==> config.mk <==
export PLATFORM = sky130hd
export DESIGN_NAME = stack_ended_queue_top
export DESIGN_NICKNAME = d
export VERILOG_FILES = /design/src/rtl/core/seq_pkg.sv /design/src/rtl/core/seq_ram.sv /design/src/rtl/core/stack_ended_queue_top.sv
export VERILOG_INCLUDE_DIRS = /design/src /design/src/rtl/core
export SDC_FILE = /design/constraint.sdc
export NUM_CORES = 2
export LEC_CHECK = 0
export BUFFER_PORTS_ARGS = -buffer_cell sky130_fd_sc_hd__buf_4
export CORE_ASPECT_RATIO = 0.6
export CORE_MARGIN = 5
export CORE_UTILIZATION = 40
export DETAILED_ROUTE_END_ITERATION = 16
export GPL_ROUTABILITY_DRIVEN = 0
export PLACE_DENSITY_LB_ADDON = 0.05
export SLEW_MARGIN = 20
export SYNTH_ARGS = -nofsm -noshare
export SYNTH_HDL_FRONTEND = slang
export SYNTH_SLANG_ARGS = --single-unit
==> constraint.sdc <==
create_clock -name clk -period 7.2 [get_ports clk]
set_input_delay 0.36 -clock clk [delete_from_list [all_inputs] [get_ports clk]]
set_output_delay 0.36 -clock clk [all_outputs]
set_load 0.1 [all_outputs]
==> src/rtl/core/stack_ended_queue_top_macros.svh <==
// ----------------------------------------------------------------------------
// Stack-ended queue assertion macros
// Shared concurrent assertion forms, clocked on clk and held off in reset.
// ----------------------------------------------------------------------------
`ifndef STACK_ENDED_QUEUE_TOP_MACROS_SVH
`define STACK_ENDED_QUEUE_TOP_MACROS_SVH

// Check a consequence in the same cycle as its antecedent
`define SEQ_ASSERT_NOW(label, ante, cons, msg) \
    label: assert property (@(posedge clk) disable iff (!rst_n) (ante) |-> (cons)) \
        else $error(msg);

// Check a consequence in the cycle after its antecedent
`define SEQ_ASSERT_NEXT(label, ante, cons, msg) \
    label: assert property (@(posedge clk) disable iff (!rst_n) (ante) |=> (cons)) \
        else $error(msg);

`endif

==> src/rtl/core/seq_pkg.sv <==
// ----------------------------------------------------------------------------
// Stack-ended queue package
// Field widths, action and status codes, and parameter defaults.
// ----------------------------------------------------------------------------
`timescale 1ns / 1ps

package seq_pkg;

    // Parameter defaults
    localparam int DEPTH_DEF      = 64;
    localparam int ITEM_WIDTH_DEF = 32;

    // Fixed field widths
    localparam int ACTION_W = 3;
    localparam int VALUE_W  = 32;
    localparam int STATUS_W = 2;

    typedef logic [ACTION_W-1:0] action_t;
    typedef logic [STATUS_W-1:0] status_t;

    // Action codes
    localparam action_t ACT_ENQUEUE = 3'd0;
    localparam action_t ACT_PUSH    = 3'd1;
    localparam action_t ACT_POP     = 3'd2;
    localparam action_t ACT_ROTATE  = 3'd3;
    localparam action_t ACT_PEEK    = 3'd4;
    localparam action_t ACT_CLEAR   = 3'd5;

    // Status codes
    localparam status_t STS_OK        = 2'd0;
    localparam status_t STS_UNDERFLOW = 2'd1;
    localparam status_t STS_OVERFLOW  = 2'd2;

endpackage

==> src/rtl/core/seq_ram.sv <==
// ----------------------------------------------------------------------------
// Generic simple dual-port RAM
// One write port and one read port with registered read data.
// ----------------------------------------------------------------------------
`timescale 1ns / 1ps

module seq_ram #(
    parameter int WIDTH = 32,
    parameter int DEPTH = 64,
    localparam int ADDR_W = (DEPTH > 1) ? $clog2(DEPTH) : 1
) (
    input  logic              clk,
    input  logic              wr_en,
    input  logic [ADDR_W-1:0] wr_addr,
    input  logic [WIDTH-1:0]  wr_data,
    input  logic              rd_en,
    input  logic [ADDR_W-1:0] rd_addr,
    output logic [WIDTH-1:0]  rd_data
);

    logic [WIDTH-1:0] mem [DEPTH];
    logic [WIDTH-1:0] rd_data_reg;

    // Write port
    always_ff @(posedge clk)
    begin
        if (wr_en)
        begin
            mem[wr_addr] <= wr_data;
        end
    end

    // Read port, data held until the next read
    always_ff @(posedge clk)
    begin
        if (rd_en)
        begin
            rd_data_reg <= mem[rd_addr];
        end
    end

    assign rd_data = rd_data_reg;

endmodule

==> src/rtl/core/stack_ended_queue_top.sv <==
// An accepted transfer is captured and its front entry read from the entry RAM; in
// ST_EXEC the item then runs its read-modify-write and its result is registered in
// the result slot. No new item is accepted until the current one has executed.
// A result waiting on m_axis_tready holds the next item in execute and stalls
// the transfer after it.
// Reset clears head, count, state and the output valid; RAM contents are not cleared.
// ----------------------------------------------------------------------------
// Stack-ended queue top level
// Bounded steque on a RAM ring with head index and entry count.
// ----------------------------------------------------------------------------
`timescale 1ns / 1ps

module stack_ended_queue_top #(
    parameter int DEPTH      = seq_pkg::DEPTH_DEF,
    parameter int ITEM_WIDTH = seq_pkg::ITEM_WIDTH_DEF,
    localparam int CNT_W     = $clog2(DEPTH + 1),
    localparam int RES_W     = seq_pkg::VALUE_W + seq_pkg::STATUS_W + CNT_W + 1,
    localparam int OUT_W     = ((RES_W + 7) / 8) * 8
) (
    input  logic                         clk,
    input  logic                         rst_n,
    // Input stream
    input  logic                         s_axis_tvalid,
    output logic                         s_axis_tready,
    input  logic [seq_pkg::VALUE_W-1:0]  s_axis_tdata,  // [31:0] item_value
    input  logic [seq_pkg::ACTION_W-1:0] s_axis_tuser,  // [2:0] action
    // Result stream
    output logic                         m_axis_tvalid,
    input  logic                         m_axis_tready,
    // front_value, status, entry_count (CNT_W), is_empty, zero fill
    output logic [OUT_W-1:0]             m_axis_tdata
);

    localparam int IDX_W = (DEPTH > 1) ? $clog2(DEPTH) : 1;
    localparam int SUM_W = CNT_W + 1;
    localparam int EXT_W = (ITEM_WIDTH > seq_pkg::VALUE_W) ? ITEM_WIDTH : seq_pkg::VALUE_W;

    localparam logic [IDX_W-1:0] IDX_LAST  = IDX_W'(DEPTH - 1);
    localparam logic [CNT_W-1:0] CNT_FULL  = CNT_W'(DEPTH);
    localparam logic [SUM_W-1:0] SUM_DEPTH = SUM_W'(DEPTH);

    // State codes
    localparam logic [0:0] ST_IDLE = 1'b0;
    localparam logic [0:0] ST_EXEC = 1'b1;

    logic [0:0]                   state_reg, state_next;
    logic [IDX_W-1:0]             head_reg, head_next;
    logic [CNT_W-1:0]             count_reg, count_next;
    seq_pkg::action_t             action_reg;
    logic [seq_pkg::VALUE_W-1:0]  item_reg;

    logic                         out_valid_reg, out_valid_next;
    logic [seq_pkg::VALUE_W-1:0]  out_front_reg, out_front_next;
    seq_pkg::status_t             out_status_reg, out_status_next;
    logic [CNT_W-1:0]             out_count_reg;
    logic                         out_empty_reg;

    logic                         in_xfer;
    logic                         fire;
    logic                         is_full;
    logic                         is_zero;
    logic [SUM_W-1:0]             tail_sum;
    logic [IDX_W-1:0]             tail_idx;
    logic [IDX_W-1:0]             head_inc;
    logic [IDX_W-1:0]             head_dec;

    logic                         ram_we;
    logic [IDX_W-1:0]             ram_waddr;
    logic [ITEM_WIDTH-1:0]        ram_wdata;
    logic [ITEM_WIDTH-1:0]        ram_rdata;
    logic [EXT_W-1:0]             item_ext;
    logic [EXT_W-1:0]             rdata_ext;

    // Entry storage
    seq_ram #(
        .WIDTH (ITEM_WIDTH),
        .DEPTH (DEPTH)
    ) u_entry_ram (
        .clk     (clk),
        .wr_en   (ram_we),
        .wr_addr (ram_waddr),
        .wr_data (ram_wdata),
        .rd_en   (in_xfer),
        .rd_addr (head_reg),
        .rd_data (ram_rdata)
    );

    // Handshakes
    assign s_axis_tready = (state_reg == ST_IDLE);
    assign in_xfer       = s_axis_tvalid && s_axis_tready;
    assign fire          = (state_reg == ST_EXEC) && (!out_valid_reg || m_axis_tready);

    // Ring index arithmetic
    assign is_full  = (count_reg == CNT_FULL);
    assign is_zero  = (count_reg == '0);
    assign tail_sum = SUM_W'(head_reg) + SUM_W'(count_reg);
    assign tail_idx = (tail_sum >= SUM_DEPTH) ? IDX_W'(tail_sum - SUM_DEPTH)
                                              : IDX_W'(tail_sum);
    assign head_inc = (head_reg == IDX_LAST) ? '0 : head_reg + 1'b1;
    assign head_dec = (head_reg == '0) ? IDX_LAST : head_reg - 1'b1;

    // Width adjust between port values and stored entries
    assign item_ext  = EXT_W'(item_reg);
    assign rdata_ext = EXT_W'(ram_rdata);

    // Execute one action against the front entry read when the item was accepted
    always_comb
    begin
        state_next      = state_reg;
        head_next       = head_reg;
        count_next      = count_reg;
        ram_we          = 1'b0;
        ram_waddr       = tail_idx;
        ram_wdata       = item_ext[ITEM_WIDTH-1:0];
        out_front_next  = '0;
        out_status_next = seq_pkg::STS_OK;

        unique case (state_reg)
            ST_IDLE:
            begin
                if (in_xfer)
                begin
                    state_next = ST_EXEC;
                end
            end
            ST_EXEC:
            begin
                if (fire)
                begin
                    state_next = ST_IDLE;
                    unique case (action_reg)
                        seq_pkg::ACT_ENQUEUE:
                        begin
                            if (is_full)
                            begin
                                out_status_next = seq_pkg::STS_OVERFLOW;
                            end
                            else
                            begin
                                ram_we     = 1'b1;
                                count_next = count_reg + 1'b1;
                            end
                        end
                        seq_pkg::ACT_PUSH:
                        begin
                            if (is_full)
                            begin
                                out_status_next = seq_pkg::STS_OVERFLOW;
                            end
                            else
                            begin
                                ram_we     = 1'b1;
                                ram_waddr  = head_dec;
                                head_next  = head_dec;
                                count_next = count_reg + 1'b1;
                            end
                        end
                        seq_pkg::ACT_POP:
                        begin
                            if (is_zero)
                            begin
                                out_status_next = seq_pkg::STS_UNDERFLOW;
                            end
                            else
                            begin
                                out_front_next = rdata_ext[seq_pkg::VALUE_W-1:0];
                                head_next      = head_inc;
                                count_next     = count_reg - 1'b1;
                            end
                        end
                        seq_pkg::ACT_ROTATE:
                        begin
                            // Copy the front entry to the back slot
                            if (!is_zero)
                            begin
                                ram_we    = 1'b1;
                                ram_wdata = ram_rdata;
                                head_next = head_inc;
                            end
                        end
                        seq_pkg::ACT_PEEK:
                        begin
                            if (is_zero)
                            begin
                                out_status_next = seq_pkg::STS_UNDERFLOW;
                            end
                            else
                            begin
                                out_front_next = rdata_ext[seq_pkg::VALUE_W-1:0];
                            end
                        end
                        seq_pkg::ACT_CLEAR:
                        begin
                            head_next  = '0;
                            count_next = '0;
                        end
                        default:
                        begin
                            // Unused codes leave the queue as is
                        end
                    endcase
                end
            end
            default:
            begin
                state_next = ST_IDLE;
            end
        endcase
    end

    // Output slot occupancy
    always_comb
    begin
        priority if (fire)
        begin
            out_valid_next = 1'b1;
        end
        else if (m_axis_tready)
        begin
            out_valid_next = 1'b0;
        end
        else
        begin
            out_valid_next = out_valid_reg;
        end
    end

    // Control registers
    always_ff @(posedge clk or negedge rst_n)
    begin
        if (!rst_n)
        begin
            state_reg     <= ST_IDLE;
            head_reg      <= '0;
            count_reg     <= '0;
            out_valid_reg <= 1'b0;
        end
        else
        begin
            state_reg     <= state_next;
            head_reg      <= head_next;
            count_reg     <= count_next;
            out_valid_reg <= out_valid_next;
        end
    end

    // Capture the accepted transfer
    always_ff @(posedge clk)
    begin
        if (in_xfer)
        begin
            action_reg <= s_axis_tuser;
            item_reg   <= s_axis_tdata;
        end
    end

    // Load the result slot
    always_ff @(posedge clk)
    begin
        if (fire)
        begin
            out_front_reg  <= out_front_next;
            out_status_reg <= out_status_next;
            out_count_reg  <= count_next;
            out_empty_reg  <= (count_next == '0);
        end
    end

    assign m_axis_tvalid = out_valid_reg;
    assign m_axis_tdata  = OUT_W'({out_empty_reg, out_count_reg, out_status_reg, out_front_reg});

    // Assertions
`include "stack_ended_queue_top_macros.svh"

    `SEQ_ASSERT_NOW(a_count_bound, 1'b1, count_reg <= CNT_FULL, "entry count above depth")
    `SEQ_ASSERT_NEXT(a_accept_exec, in_xfer, state_reg == ST_EXEC, "accepted item not executing")
    `SEQ_ASSERT_NEXT(a_idle_hold, state_reg == ST_IDLE,
                     $stable(count_reg) && $stable(head_reg), "pointers moved while idle")
    `SEQ_ASSERT_NEXT(a_fire_result, fire,
                     m_axis_tvalid && (out_count_reg == $past(count_next)), "result slot not loaded")

endmodule
Word level (Yosys, flattened, before mapping)
Memory sizes are Yosys's and may differ from the RTL's. A register that Yosys moved wholly into a read port is not among the register bits.
Cells that the tools add are included.
Storage, ports and cells
  bits in registers: 92
  memories: 1
  output and inout port bits: 50
  input port bits: 39
  bits in writable memories: 2048
Memories
  u_entry_ram.mem: depth 64, bits a word 32, rd ports 1, clocked after memory_dff 1, wr ports 1, line seq_ram.sv:21  | logic [WIDTH-1:0] mem [DEPTH];
Cells by class
  bitwise logic cells: 2
  multiplexer cells: 34
  order comparisons: 1
  eq/ne operators: 9
  add/subtract/negate cells: 6
  reduce and logical (&&, ||, !) cells: 15
Operators by type and width (count)
  $mux W32: 4
  $mux W6: 9
  $mux W7: 4
  $pmux W7 S3: 1
  $pmux W6 S3: 1
  $logic_not A7 Y1: 2
  $sub A6 B1 Y6 const B: 2
  $mux W1: 11
  $add A6 B7 Y8: 1
  $ge A8 B7 Y1 const B: 1
  $add A7 B1 Y7 const B: 1
  $eq A7 B7 Y1 const B: 1
  $sub A7 B1 Y7 const B: 1
  $add A6 B1 Y6 const B: 1
  $eq A3 B2 Y1 const B: 2
  $eq A3 B3 Y1 const B: 2
  $eq A6 B6 Y1 const B: 1
  $logic_not A6 Y1: 1
  $reduce_or A2 Y1: 3
  $reduce_and A5 Y1: 1
  $ne A2 B2 Y1 const B: 2
  $pmux W1 S2: 2
  $pmux W2 S2: 1
  $eq A3 B1 Y1 const B: 1
  9 further kinds: 11

Logic depth before layout (Yosys ltp)
  depth in word-level cells: 7
  gate-level depth with buffers: 13

Hierarchy
From an unflattened synthesis, not the netlist that was laid out.
Second synthesis, totals
  cell total of the unflattened synthesis: 3680
  area, all modules: 83353.7 µm²
Modules (own cells, without submodules)
  seq_ram: cells an instance 3324, area each 78835.6 µm², instances 1
  stack_ended_queue_top: cells an instance 356, area each 4518.1 µm², instances 1

Worst setup path before layout
Ideal clock, no wire load.
  path type: flip-flop to flip-flop
  start: reg out_valid_reg, in the netlist m_axis_tvalid
  end: mem u_entry_ram.mem[16][0], enable pin
  clock period less this slack: 6.038 ns
  data required time: 6.739 ns
  setup time: 0.461 ns
  buffers on the path: 1
  arrival: 5.577 ns
  stages on the path, launching flop included: 8
  setup slack: 1.162 ns
  path through: dfrtp_1 > nand2b_1 > clkbuf_1 > and2_1 > o211ai_1 > a211oi_2 > nand3_1 > nor3_1
Between the ends
  longest elaborated chain between the ends: 7
  elaborated cells on any way between the ends: 9
RTL lines
  start, declared: line stack_ended_queue_top.sv:52  | logic out_valid_reg, out_valid_next;
  start signal, assigned: line stack_ended_queue_top.sv:243  | out_valid_reg <= out_valid_next;
  $logic_not A1 Y1 (*): line stack_ended_queue_top.sv:91  | assign fire = (state_reg == ST_EXEC) && (!out_valid_reg || m_axis_tready);
  $logic_or A1 B1 Y1 (*): line stack_ended_queue_top.sv:91
  $logic_and A1 B1 Y1 (*): line stack_ended_queue_top.sv:91
  via fire: line stack_ended_queue_top.sv:59  | logic fire;
  $mux W1: line stack_ended_queue_top.sv:128  | if (fire)
  $mux W1: line stack_ended_queue_top.sv:118  | unique case (state_reg)
  $mux W1: line seq_ram.sv:27  | if (wr_en)
  $mux W1 (implied by the code): line seq_ram.sv:29  | mem[wr_addr] <= wr_data;
  end, declared: line seq_ram.sv:21
The timed path passes the listed nets; every way through them passes the cells marked *.

Final worst setup path
  start: reg head_reg[0]
  end: mem u_entry_ram.mem[10][23], enable pin
Between the ends
  longest elaborated chain between the ends: 7
  elaborated cells on any way between the ends: 11
RTL lines
  start, declared: line stack_ended_queue_top.sv:47  | logic [IDX_W-1:0] head_reg, head_next;
  start signal, assigned: line stack_ended_queue_top.sv:241  | head_reg <= head_next;
  $add A6 B7 Y8: line stack_ended_queue_top.sv:96  | assign tail_sum = SUM_W'(head_reg) + SUM_W'(count_reg);
  $ge A8 B7 Y1 or $sub A6 B1 Y6 (tied branches): line stack_ended_queue_top.sv:97  | assign tail_idx = (tail_sum >= SUM_DEPTH) ? IDX_W'(tail_sum - SUM_DEPTH)
  $mux W6: line stack_ended_queue_top.sv:97
  $mux W6: line stack_ended_queue_top.sv:146  | if (is_full)
  $mux W6: line stack_ended_queue_top.sv:131  | unique case (action_reg)
  $mux W6: line stack_ended_queue_top.sv:128
  $mux W6 (*): line stack_ended_queue_top.sv:118
Mark *: on every way between the ends. The rest lies on a longest branch, timed or not.

==> results.ini <==
[layout]
synthToLayoutAreaGrowth_pct = 14.04
fin_cells = 6638
largest_reg_flops = 2048
final_nets = 3773
regMostFlops = u_entry_ram.mem
drive_gt1_share_pct = 32.78

[floorplanning]
start_util_pct = 40.33
io_pins = 89
core_area_um2 = 206600
die_w_um = 599.3
rows = 129
die_y_um = 363.6
die_area_um2 = 217900

[critical_path]
max_stage_delay_ns = 0.97
r2r_cells = 9
path_max_fanout = 41
reg2reg_from = head_reg[0]
cpLargestDelayFamily = simple AND/OR/NAND/NOR gates
rr_endpoint = u_entry_ram.mem[10][23]
r2r_slack_ns = 2.49
critPathLaunchType = register
cp.arrival_ns = 5.17
end_kind = register
worst_path_max_delay_cell = dfrtp_4
crit_chain = inv_1, ha_1, nor2b_1, a211oi_1, a21oi_1, mux2i_1, nand3_1, nor3_2, buf_4
critPathBufInv = 2
worstPathRequired_ns = 7.66
worst-setup-path-type = register to register

[clocking]
clock_latency_ns = 0.86
ctsHtreeMaxLevel = 4
cts_tree = built
postCtsSetupBuffers = 0
cts_sinks = 2172
numCtsBuffers = 211
clockBufferDepth = 4
path_clk_slew_ns = 0.06
cts.root.buffer_cell = clkbuf_16

[synthesis]
syn-cell-area_um2 = 83330
ys_seq_area_share_pct = 78.18
synth_edf_count = 2157
synthCells = 3441
synth_top_area_share_pct = 77.73
ys_seq_elements = 2172
avgSynthCellArea_um2 = 24.22
synthTopCellsByArea = edfxtp_1 78%, mux4_2 17%, mux2_2 0.47%
ys_warn_count = 0
synth_ff_type = edfxtp_1
yosysTopAreaCell = edfxtp_1
async_flop_share_pct = 0.6906
synth_cell_type_count = 65

[drt]
drtIter0Drc = 4749
wl_per_cell_um = 36.24
ant_nets = 0
drc = 0
firstDrtPassIters = 5
vias_per_cell = 5.932
num_vias = 39377
routed_wl_um = 240600

[global_route]
grt_overflow = 0
grt_use_total_pct = 22.05
grt_pass1_vias = 39375
antenna_found_initial = 26
grt_max_degree = 104
grt_pass1_wl_um = 331900

[min_path]
min_from = s_axis_tdata[26]
hold_depth = 2
hp-class = primary input to register
whs_endpoint = item_ext[26]

[power]
irDropWorstVdd_uv = 350.8
internal_power_mw = 24.65
p_leak_nw = 29.07
power.switching_mw = 11.46
powerDensity_nw_per_um2 = 379.9
clock_power_share_pct = 30.1
switching_share_pct = 31.73
seq_power_share_pct = 41.6
combinationalPowerShare_pct = 28.3

[timing]
rsz0062_at_grt = false
fmax_mhz = 212.1
final.setup.tns_ns = 0
holdWs_ns = 0.2378
post-route-period-util_pct = 65.47
hold_viol_final = 0
setup-violations-final = 0
slew_viol_final = 0
skew_ns = 0.03851
maxSlewHeadroom_pct = 27.88
worst_pin_slew_ns = 1.082
fin_crit_ns = 4.714

[place]
portBuffers = 82
dp_hpwl_um = 141100
dp_cells = 6223

[run_status]
status = completed

[run]
max-cap-violations = 0

==> worst register-to-register path, cell delays in order (launching register included) <==
cell	delay (ns)
dfrtp_4	0.97
inv_1	0.21
ha_1	0.26
nor2b_1	0.17
a211oi_1	0.24
a21oi_1	0.12
mux2i_1	0.62
nand3_1	0.73
nor3_2	0.33
buf_4	0.63
==> routing by layer <==
metal  part of all wire [%]  global-route usage, %  vias to the layer above
met3                    8.0                  4.423                      301
met4                    2.2                  4.714                        0
met1                     47                  35.30                    21900
met2                     43                  31.27                     1707
met5                      0                      0                        -
li1                       -                      -                    15469
==> final cells by class <==
cell class	count	area, um^2
diodes	4	10.01
clock buffers	257	5474
clock inverters	116	1106
fillers	16854	111600
inverters	7	26.28
multi-input cells	1073	17690
flip-flops and latches	2172	65160
well taps	2751	3442
repair buffers	258	2120
==> through the flow <==
| stage | total power, mW | util, % | setup WS, ns | area, um^2 |
|---|---|---|---|---|
| 3_5_place_dp | 25.62 | 42.63 | 2.429 | 88060 |
| 4_1_cts | 36.52 | 45.99 | 2.409 | 95020 |
| 5_1_grt | 37.48 | 45.99 | 2.273 | 95020 |
| 2_1_floorplan | 21.42 | - | 1.162 | 83350 |
| 3_3_place_gp | 25.53 | 42.61 | 2.488 | 88040 |
| 6_report | 36.11 | 46.00 | 2.486 | 95030 |
==> logic make-up (layout without fill, tap and decap cells) <==
group / Yosys count / count (layout) / synth area share [%]
AO/OA/AOI/OAI: 138 / 138 / 1.165
XOR/XNOR: 6 / 6 / 0.06306
adder cells (fa/ha/maj): 11 / 11 / 0.1742
buffers and inverters: 201 / 638 / 1.105
flip-flops: 2172 / 2172 / 78.18
multiplexers: 684 / 684 / 17.88
other: 1 / 10 / 0.004500
AND/OR/NAND/NOR: 228 / 228 / 1.429
==> power groups by stage <==
stage | registers, mW | logic (mW) | clock network, mW
global route | 15.1 | 10.7 | 11.7
CTS | 15.1 | 10.3 | 11.1
floorplan | 15.1 | 6.33 | 0
detailed placement | 15.3 | 10.3 | 0
finish | 15.0 | 10.2 | 10.9
global placement | 15.3 | 10.2 | 0
==> how the worst max path moves through the flow <==
| stage | from | to | cells after the start |
|---|---|---|---|
| 2_1_floorplan | m_axis_tvalid | u_entry_ram.mem[16][0] | 7 |
| 3_3_place_gp | head_reg[0] | u_entry_ram.mem[4][23] | 9 |
| 3_5_place_dp | head_reg[0] | u_entry_ram.rd_data[2] | 6 |
| 4_1_cts | head_reg[0] | u_entry_ram.rd_data[2] | 6 |
| 5_1_grt | head_reg[0] | u_entry_ram.mem[6][26] | 9 |
| 6_report | head_reg[0] | u_entry_ram.mem[10][23] | 9 |
==> placed cells by master (no fill, tap or decap), drive strengths merged, types with 5 or more instances in the layout <==
master	count
a211oi	6
a21oi	21
a22oi	40
and2	34
and3	5
buf	220
bufinv	21
clkbuf	257
clkinv	83
clkinvlp	9
conb	6
dfrtp	15
dlygate4sd3	38
edfxtp	2157
ha	10
inv	10
mux2	36
mux2i	8
mux4	640
nand2	39
nand3	16
nor2	35
nor2b	5
nor3	75
o21ai	19
o22ai	24
==> cell usage after synthesis, types with 2 or more instances <==
cell type,count
nand3_1,10
nor3b_1,3
a21oi_2,2
o21a_1,4
a21o_1,3
a211oi_1,5
or3_1,4
mux2i_1,8
a21oi_1,18
nor2_1,35
xnor2_1,4
dfrtp_1,15
clkbuf_1,84
ha_1,10
nand3_2,6
edfxtp_1,2157
and3_1,5
a22o_1,4
nor3_1,75
inv_1,6
xor2_1,2
buf_2,70
a221o_1,2
o21bai_1,2
mux2_2,35
o31ai_1,2
nand2b_1,3
o21ai_1,2
o22ai_1,24
buf_6,3
buf_4,15
nor2b_1,5
mux4_2,640
nand2_1,38
or3b_1,2
o21ai_0,16
and2_1,34
a22oi_1,40
buf_1,22
==> timing repair <==
action	4_1_cts	5_1_grt
hold buffers	38	0
endpoints found under the hold margin	52	0
gates resized for setup	0	0
No activity file was read; power rests on OpenSTA's default activity.
